### config.mk
export PLATFORM = sky130hd
export DESIGN_NAME = servo_status_packet_receiver
export DESIGN_NICKNAME = d
export VERILOG_FILES = /design/src/rtl/sspr_pkg.sv /design/src/rtl/servo_status_packet_receiver.sv /design/src/rtl/sspr_core.sv
export SDC_FILE = /design/constraint.sdc
export NUM_CORES = 1
export LEC_CHECK = 0
export BUFFER_PORTS_ARGS = -buffer_cell sky130_fd_sc_hd__buf_2
export CORE_ASPECT_RATIO = 1.75
export CORE_MARGIN = 5
export CORE_UTILIZATION = 59
export CTS_CLUSTER_SIZE = 40
export DETAILED_ROUTE_END_ITERATION = 12
export GPL_ROUTABILITY_DRIVEN = 0
export PLACE_DENSITY = 0.78
export REMOVE_ABC_BUFFERS = 1
export SYNTH_ARGS = -nofsm -noshare
export SYNTH_HDL_FRONTEND = slang
export SYNTH_SLANG_ARGS = --single-unit
### constraint.sdc
create_clock -name clk -period 8.7 [get_ports clk]
set_input_delay 0.435 -clock clk [delete_from_list [all_inputs] [get_ports clk]]
set_output_delay 0.435 -clock clk [all_outputs]
set_load 0.01 [all_outputs]
### src/rtl/sspr_pkg.sv
// Shared types and constants for the servo status packet receiver.
// Used by sspr_core and servo_status_packet_receiver; no dependencies.
`default_nettype none

package sspr_pkg;

	localparam int TIMER_W = 24;

	typedef enum logic [1:0] {
		OP_ARM  = 2'd0,
		OP_BYTE = 2'd1,
		OP_TICK = 2'd2
	} opcode_t;

	typedef enum logic [1:0] {
		ST_OK          = 2'd0,
		ST_NO_RESPONSE = 2'd1,
		ST_CORRUPT     = 2'd2
	} status_t;

	localparam logic [1:0] CFG_SYNC_WAIT     = 2'd0;
	localparam logic [1:0] CFG_PER_BYTE_WAIT = 2'd1;
	localparam logic [1:0] CFG_CHECKSUM_WAIT = 2'd2;

	localparam logic [19:0] SYNC_WAIT_RST     = 20'd1000;
	localparam logic [15:0] PER_BYTE_WAIT_RST = 16'd100;
	localparam logic [15:0] CHECKSUM_WAIT_RST = 16'd2000;

	localparam logic [7:0] SYNC_MARK    = 8'hFF;
	localparam logic [7:0] HDR_LAST_POS = 8'd2;
	localparam logic [7:0] LEN_OVERHEAD = 8'd2;

	typedef struct packed {
		logic [19:0] sync_wait;
		logic [15:0] per_byte_wait;
		logic [15:0] checksum_wait;
	} cfg_t;

	typedef struct packed {
		logic        is_end;
		logic [7:0]  payload_byte;
		logic [7:0]  payload_index;
		logic [7:0]  servo_id;
		logic [7:0]  device_error;
		status_t     status;
	} result_t;

endpackage

`default_nettype wire

### src/rtl/servo_status_packet_receiver.sv
// Servo status packet receiver: config registers, framing core, output register.
// Depends on sspr_pkg and sspr_core.
// A result appears on m_axis in the cycle after the input beat that causes it.
// Throughput: one input beat per cycle; the single output register is refilled in the
// cycle it drains, so only a stalled unread result holds off the input.
// Reset (arst_n low, async): receiver idle, timers and header fields zero,
// registers back to 1000 / 100 / 2000 ticks, no result pending.
`default_nettype none

module servo_status_packet_receiver (
	input  wire logic        clk,
	input  wire logic        arst_n,
	input  wire logic        s_axis_tvalid,
	output logic             s_axis_tready,
	input  wire logic [7:0]  s_axis_tdata,   // [7:0] rx_byte
	input  wire logic [1:0]  s_axis_tuser,   // [1:0] opcode
	output logic             m_axis_tvalid,
	input  wire logic        m_axis_tready,
	output logic [39:0]      m_axis_tdata,   // [7:0] payload_byte, [15:8] payload_index,
	                                         // [23:16] servo_id, [31:24] device_error,
	                                         // [33:32] status, rest zero
	output logic             m_axis_tuser,   // [0] is_end
	input  wire logic        cfg_valid,
	output logic             cfg_ready,
	input  wire logic [1:0]  cfg_index,
	input  wire logic [19:0] cfg_data
);

	sspr_pkg::cfg_t    cfg_q;
	sspr_pkg::result_t res;
	sspr_pkg::result_t res_q;
	logic              res_valid;
	logic              m_valid_q;
	logic              step;

	assign cfg_ready     = 1'b1;
	assign s_axis_tready = !m_valid_q || m_axis_tready;
	assign step          = s_axis_tvalid && s_axis_tready;

	always_ff @(posedge clk or negedge arst_n) begin
		if (!arst_n) begin
			cfg_q.sync_wait     <= sspr_pkg::SYNC_WAIT_RST;
			cfg_q.per_byte_wait <= sspr_pkg::PER_BYTE_WAIT_RST;
			cfg_q.checksum_wait <= sspr_pkg::CHECKSUM_WAIT_RST;
		end else if (cfg_valid && cfg_ready) begin
			unique case (cfg_index)
				sspr_pkg::CFG_SYNC_WAIT:     cfg_q.sync_wait     <= cfg_data;
				sspr_pkg::CFG_PER_BYTE_WAIT: cfg_q.per_byte_wait <= cfg_data[15:0];
				sspr_pkg::CFG_CHECKSUM_WAIT: cfg_q.checksum_wait <= cfg_data[15:0];
				default: begin
				end
			endcase
		end
	end

	sspr_core u_core (
		.clk       (clk),
		.arst_n    (arst_n),
		.step      (step),
		.opcode    (sspr_pkg::opcode_t'(s_axis_tuser)),
		.rx_byte   (s_axis_tdata),
		.cfg       (cfg_q),
		.res_valid (res_valid),
		.res       (res)
	);

	always_ff @(posedge clk or negedge arst_n) begin
		if (!arst_n) begin
			m_valid_q <= 1'b0;
		end else if (step) begin
			m_valid_q <= res_valid;
		end else if (m_axis_tready) begin
			m_valid_q <= 1'b0;
		end
	end

	always_ff @(posedge clk) begin
		if (step && res_valid) begin
			res_q <= res;
		end
	end

	assign m_axis_tvalid = m_valid_q;
	assign m_axis_tuser  = res_q.is_end;
	assign m_axis_tdata  = {6'd0, res_q.status, res_q.device_error, res_q.servo_id,
		res_q.payload_index, res_q.payload_byte};

endmodule

`default_nettype wire

### src/rtl/sspr_core.sv
// Packet framing state machine: sync hunt, header, payload, checksum, timeouts.
// Depends on sspr_pkg. Result is combinational; the top level registers it.
`default_nettype none

module sspr_core (
	input  wire logic              clk,
	input  wire logic              arst_n,
	input  wire logic              step,
	input  wire sspr_pkg::opcode_t opcode,
	input  wire logic [7:0]        rx_byte,
	input  wire sspr_pkg::cfg_t    cfg,
	output logic                   res_valid,
	output sspr_pkg::result_t      res
);

	typedef enum logic [2:0] {
		PH_IDLE,
		PH_SYNC,
		PH_HEADER,
		PH_PAYLOAD,
		PH_CHECKSUM
	} phase_t;

	phase_t                          phase_q, phase_d;
	logic                            ff_seen_q, ff_seen_d;
	logic [sspr_pkg::TIMER_W-1:0]    timer_q, timer_d;
	logic [7:0]                      bytes_left_q, bytes_left_d;
	logic [7:0]                      sum_q, sum_d;
	logic [7:0]                      id_q, id_d;
	logic [7:0]                      len_q, len_d;
	logic [7:0]                      err_q, err_d;
	logic [7:0]                      pos_q, pos_d;

	logic [7:0]                      payload_len;
	logic [sspr_pkg::TIMER_W-1:0]    hdr_budget;
	logic [sspr_pkg::TIMER_W-1:0]    pay_budget;

	assign payload_len = (len_q < sspr_pkg::LEN_OVERHEAD) ? 8'd0 : len_q - sspr_pkg::LEN_OVERHEAD;
	assign hdr_budget  = {7'd0, cfg.per_byte_wait, 1'b0} + {8'd0, cfg.per_byte_wait};
	assign pay_budget  = {8'd0, cfg.per_byte_wait} * {16'd0, payload_len};

	always_comb begin
		phase_d      = phase_q;
		ff_seen_d    = ff_seen_q;
		timer_d      = timer_q;
		bytes_left_d = bytes_left_q;
		sum_d        = sum_q;
		id_d         = id_q;
		len_d        = len_q;
		err_d        = err_q;
		pos_d        = pos_q;
		res_valid    = 1'b0;
		res.is_end        = 1'b0;
		res.payload_byte  = 8'd0;
		res.payload_index = 8'd0;
		res.servo_id      = id_q;
		res.device_error  = err_q;
		res.status        = sspr_pkg::ST_OK;
		if (step) begin
			if (opcode == sspr_pkg::OP_ARM) begin
				phase_d      = PH_SYNC;
				ff_seen_d    = 1'b0;
				timer_d      = {4'd0, cfg.sync_wait};
				bytes_left_d = 8'd0;
				sum_d        = 8'd0;
				id_d         = 8'd0;
				len_d        = 8'd0;
				err_d        = 8'd0;
				pos_d        = 8'd0;
			end else if (opcode == sspr_pkg::OP_TICK && phase_q != PH_IDLE) begin
				if (timer_q != '0) begin
					timer_d = timer_q - 1'b1;
				end else begin
					res_valid  = 1'b1;
					res.is_end = 1'b1;
					res.status = (phase_q == PH_CHECKSUM) ? sspr_pkg::ST_CORRUPT
						: sspr_pkg::ST_NO_RESPONSE;
					phase_d    = PH_IDLE;
				end
			end else if (opcode == sspr_pkg::OP_BYTE) begin
				unique case (phase_q)
					PH_SYNC: begin
						if (rx_byte == sspr_pkg::SYNC_MARK) begin
							if (ff_seen_q) begin
								phase_d = PH_HEADER;
								timer_d = hdr_budget;
								pos_d   = 8'd0;
								sum_d   = 8'd0;
							end else begin
								ff_seen_d = 1'b1;
							end
						end else begin
							ff_seen_d = 1'b0;
						end
					end
					PH_HEADER: begin
						if (pos_q == 8'd0) begin
							id_d = rx_byte;
						end else if (pos_q == 8'd1) begin
							len_d = rx_byte;
						end else begin
							err_d = rx_byte;
						end
						sum_d = sum_q + rx_byte;
						pos_d = pos_q + 8'd1;
						if (pos_q == sspr_pkg::HDR_LAST_POS) begin
							pos_d = 8'd0;
							if (payload_len == 8'd0) begin
								phase_d = PH_CHECKSUM;
								timer_d = {8'd0, cfg.checksum_wait};
							end else begin
								phase_d      = PH_PAYLOAD;
								bytes_left_d = payload_len;
								timer_d      = pay_budget;
							end
						end
					end
					PH_PAYLOAD: begin
						res_valid         = 1'b1;
						res.payload_byte  = rx_byte;
						res.payload_index = pos_q;
						sum_d        = sum_q + rx_byte;
						pos_d        = pos_q + 8'd1;
						bytes_left_d = bytes_left_q - 8'd1;
						if (bytes_left_q == 8'd1) begin
							phase_d = PH_CHECKSUM;
							timer_d = {8'd0, cfg.checksum_wait};
						end
					end
					PH_CHECKSUM: begin
						res_valid  = 1'b1;
						res.is_end = 1'b1;
						res.status = (rx_byte == ~sum_q) ? sspr_pkg::ST_OK
							: sspr_pkg::ST_CORRUPT;
						phase_d    = PH_IDLE;
					end
					default: begin
					end
				endcase
			end
		end
	end

	always_ff @(posedge clk or negedge arst_n) begin
		if (!arst_n) begin
			phase_q      <= PH_IDLE;
			ff_seen_q    <= 1'b0;
			timer_q      <= '0;
			bytes_left_q <= 8'd0;
			sum_q        <= 8'd0;
			id_q         <= 8'd0;
			len_q        <= 8'd0;
			err_q        <= 8'd0;
			pos_q        <= 8'd0;
		end else begin
			phase_q      <= phase_d;
			ff_seen_q    <= ff_seen_d;
			timer_q      <= timer_d;
			bytes_left_q <= bytes_left_d;
			sum_q        <= sum_d;
			id_q         <= id_d;
			len_q        <= len_d;
			err_q        <= err_d;
			pos_q        <= pos_d;
		end
	end

	a_arm_enters_sync: assert property (@(posedge clk) disable iff (!arst_n)
		step && opcode == sspr_pkg::OP_ARM |=> phase_q == PH_SYNC)
		else $error("arm did not restart the sync hunt");

	a_end_goes_idle: assert property (@(posedge clk) disable iff (!arst_n)
		res_valid && res.is_end && opcode != sspr_pkg::OP_ARM |=> phase_q == PH_IDLE)
		else $error("end result without return to idle");

	a_header_pos: assert property (@(posedge clk) disable iff (!arst_n)
		phase_q == PH_HEADER |-> pos_q <= sspr_pkg::HDR_LAST_POS)
		else $error("header position out of range");

	a_payload_left: assert property (@(posedge clk) disable iff (!arst_n)
		phase_q == PH_PAYLOAD |-> bytes_left_q != 8'd0)
		else $error("payload phase with no bytes left");

	a_payload_only_in_payload: assert property (@(posedge clk) disable iff (!arst_n)
		res_valid && !res.is_end |-> phase_q == PH_PAYLOAD && res.status == sspr_pkg::ST_OK)
		else $error("payload beat outside payload phase");

endmodule

`default_nettype wire
==> run summary <==
Initial Utilization - 59.8%
CTS tree - yes
GRT Util Overall - 29.1%
Synth Flop Type - dfrtp_1
Die W - 123 µm
Post-synth EDFFs - 35
hold wc startpoint - cfg_data[17]
I/O Pins - 81
layout cells sized above 1 - 16.1%
CP max stage delay - 0.80 ns
Initial DRC Count - 743
Ys Warns - 0
die height - 208 µm
Least-Margin Pin Slew - 1.20 ns
Clk Latency, worst-skew pair - 0.45 ns
endpoints failing hold - 0
FFs w/ async S/R, synth - 78.7%
Max-Slew Margin vs Limit - 19.9%
Critical Path Sink Type - flip-flop
crit path max-delay cell type - a21oi_2
type of origin of the critical path - flip-flop
Total Negative Setup Slacks - 0 ns
post-DP HPWL - 26.5 mm
arrival time worst endpoint - 6.98 ns
H-tree depth - 4
fmax - 0.151 GHz
Hold Path Stages - 3
WL final - 35.5 mm
Setup Viol. Count Final - 0
flip-flop and latch area - 0.00430 mm²
count leader, synth - inv_1
vias - 10.7k
crit-path max FO - 17
PortBufs - 73
clock sink total - 164
Netlist Area Pre-Place - 0.0132 mm²
largest net degree at the start of global routing - 74
Tcrit/Tclk final - 76.3%
Reg clk slew, reported paths - 0.07 ns
CP cell instances - or3_1 > or3b_2 > a21oi_2 > nand2b_1 > fa_1 > fa_1 > inv_1 > fa_1 > inv_1 > fa_1 > inv_1 > ha_1 > o21ai_0 > o21ai_0 > a21oi_1 > o221ai_1 > mux2_2 > o211ai_1 > a221o_1
Synth Register Bits - 164
Critical R2R Capture - u_core.timer_q[15]
number of remaining DRC errors - 0
CTS Root Buffer Type - clkbuf_16
Slew Viols, Final - 0
cell mode on critical path - fa_1
multi-input logic area - 0.00815 mm²
Synth top area share - 21.6%
Nets - 1618
synth cell count leaders - inv_1 (133), dfrtp_1 (114), and2_1 (97)
cts bufs inserted - 17
max-cap violations - 0
Core Util, Final - 65.1%
std cell rows - 72
synthesized area per cell - 9.65 µm²
TritonRoute pass-1 iters - 5
reg-to-reg startpoint - u_core.len_q[4]
die area - 0.0256 mm²
CP Launch Point - u_core.len_q[4]
first-pass GRT wire length - 57.7 mm
DR vias/cell - 6.22
post-CTS sizing - 0
unrepaired setup endpoints after global routing - no
final global-route overflow total - 0
core area - 0.0221 mm²
Worst R2R Setup Slack - 2.06 ns
Synth-to-Final Area Change - 8.93%
Synth area leader - dfrtp_1
Synth Instances - 1367
Seq/Total Area, Yosys - 32.6%
initial antenna violation count - 0
R2R cell count - 19
WL per Instance - 20.6 µm
CTS max path bufs - 2
WHS Endpoint - cfg_q[49]
ant diodes - 0
Hold Crit Class - input pin to flip-flop
vias in the first global route - 11.4k
synth top area cells - dfrtp_1 (22%), fa_1 (13%), edfxtp_1 (8.0%)
fillcell total - 1783
crit path time final - 6.64 ns
Unique masters post-synth - 81
Clock Skew - 0.0106 ns
Detail Route Antenna Nets - 0
Crit Path Category - flip-flop to flip-flop
status - finished, final reports clean
CP required - 9.04 ns
-- cell usage in the layout, fill, tap and decap left out, types with 66 or more instances in the layout --
master	netlist	final
o21ai_0	76	76
and2_1	97	97
inv_1	133	133
nor2_1	79	78
fa_1	86	86
nand2_1	78	78
dfrtp_1	114	114
mux2_2	66	66
ha_1	76	76
buf_2	6	72
-- logic make-up (layout without fill, tap and decap cells) --
family / after synthesis / in the layout / synth area share, %
adders and majority gates: 162 / 162 / 20.3
buffers and inverters: 193 / 253 / 5.86
other: 2 / 7 / 0.0569
xor gates and xnor gates: 44 / 44 / 2.92
muxes: 70 / 70 / 5.94
AOI/OAI and AO/OA: 288 / 288 / 14.5
DFF: 164 / 164 / 32.6
and+or+nand+nor: 444 / 444 / 17.9
-- flip-flops by register name (all words and copies together), names as in the netlist --
signal,count
u_core.phase_q,3
u_core.err_q,8
u_core.pos_q,8
u_core.id_q,8
m_axis_tuser,1
u_core.len_q,8
cfg_q,52
m_axis_tvalid,1
m_axis_tdata,34
u_core.bytes_left_q,8
u_core.sum_q,8
u_core.timer_q,24
u_core.ff_seen_q,1
-- metal layers --
layer  global-route usage (%)  part of all wire, %
met5                        0                    0
met4                     22.1                  8.9
met3                     4.33                  4.9
met2                     50.1                   52
met1                     31.2                   35
-- worst max path at each step --
stage,end,depth (start not counted)
final,u_core.timer_q[15],19
after global routing,u_core.timer_q[17],19
after floorplan,u_core.timer_q[16],18
after detailed placement,u_core.timer_q[19],18
after global placement,u_core.timer_q[19],19
after CTS,u_core.timer_q[16],18
-- repair_timing --
action / CTS / global route
hold buffers: 1 / 0
buffers inserted: 0 / 0
hold endpoints to repair: 53 / 0
-- worst max-delay path, delay by kind of cell, from the launching register on --
kind	cells	cell delay, ns
buffers and inverters	3	0.15
adders and majority gates	5	2.40
DFF	1	0.44
muxes	1	0.25
and+or+nand+nor	3	1.16
AOI/OAI and AO/OA	7	2.11
-- stage by stage --
step	setup WS, ns	hold WS (ns)	cell area (µm²)	std cells
after floorplan	2.43	0.139	12900	1312
after global placement	2.33	0.427	13800	1695
after detailed placement	2.10	0.428	13800	1695
after CTS	2.07	0.177	14400	1728
after global routing	1.76	0.210	14400	1728
final	2.06	0.193	14400	1728
-- layout make-up --
cell class	instances	share of cell area, %
inverters	133	3.48
well taps	296	2.58
multi-input cells	1015	56.8
clock buffers	18	2.99
flip-flops and latches	164	29.9
clock inverters	14	0.897
repair buffers	88	3.39
Power is left out: the tool's default activity adds up to more than one toggle a clock period on the data nets, which glitch-free logic cannot reach.
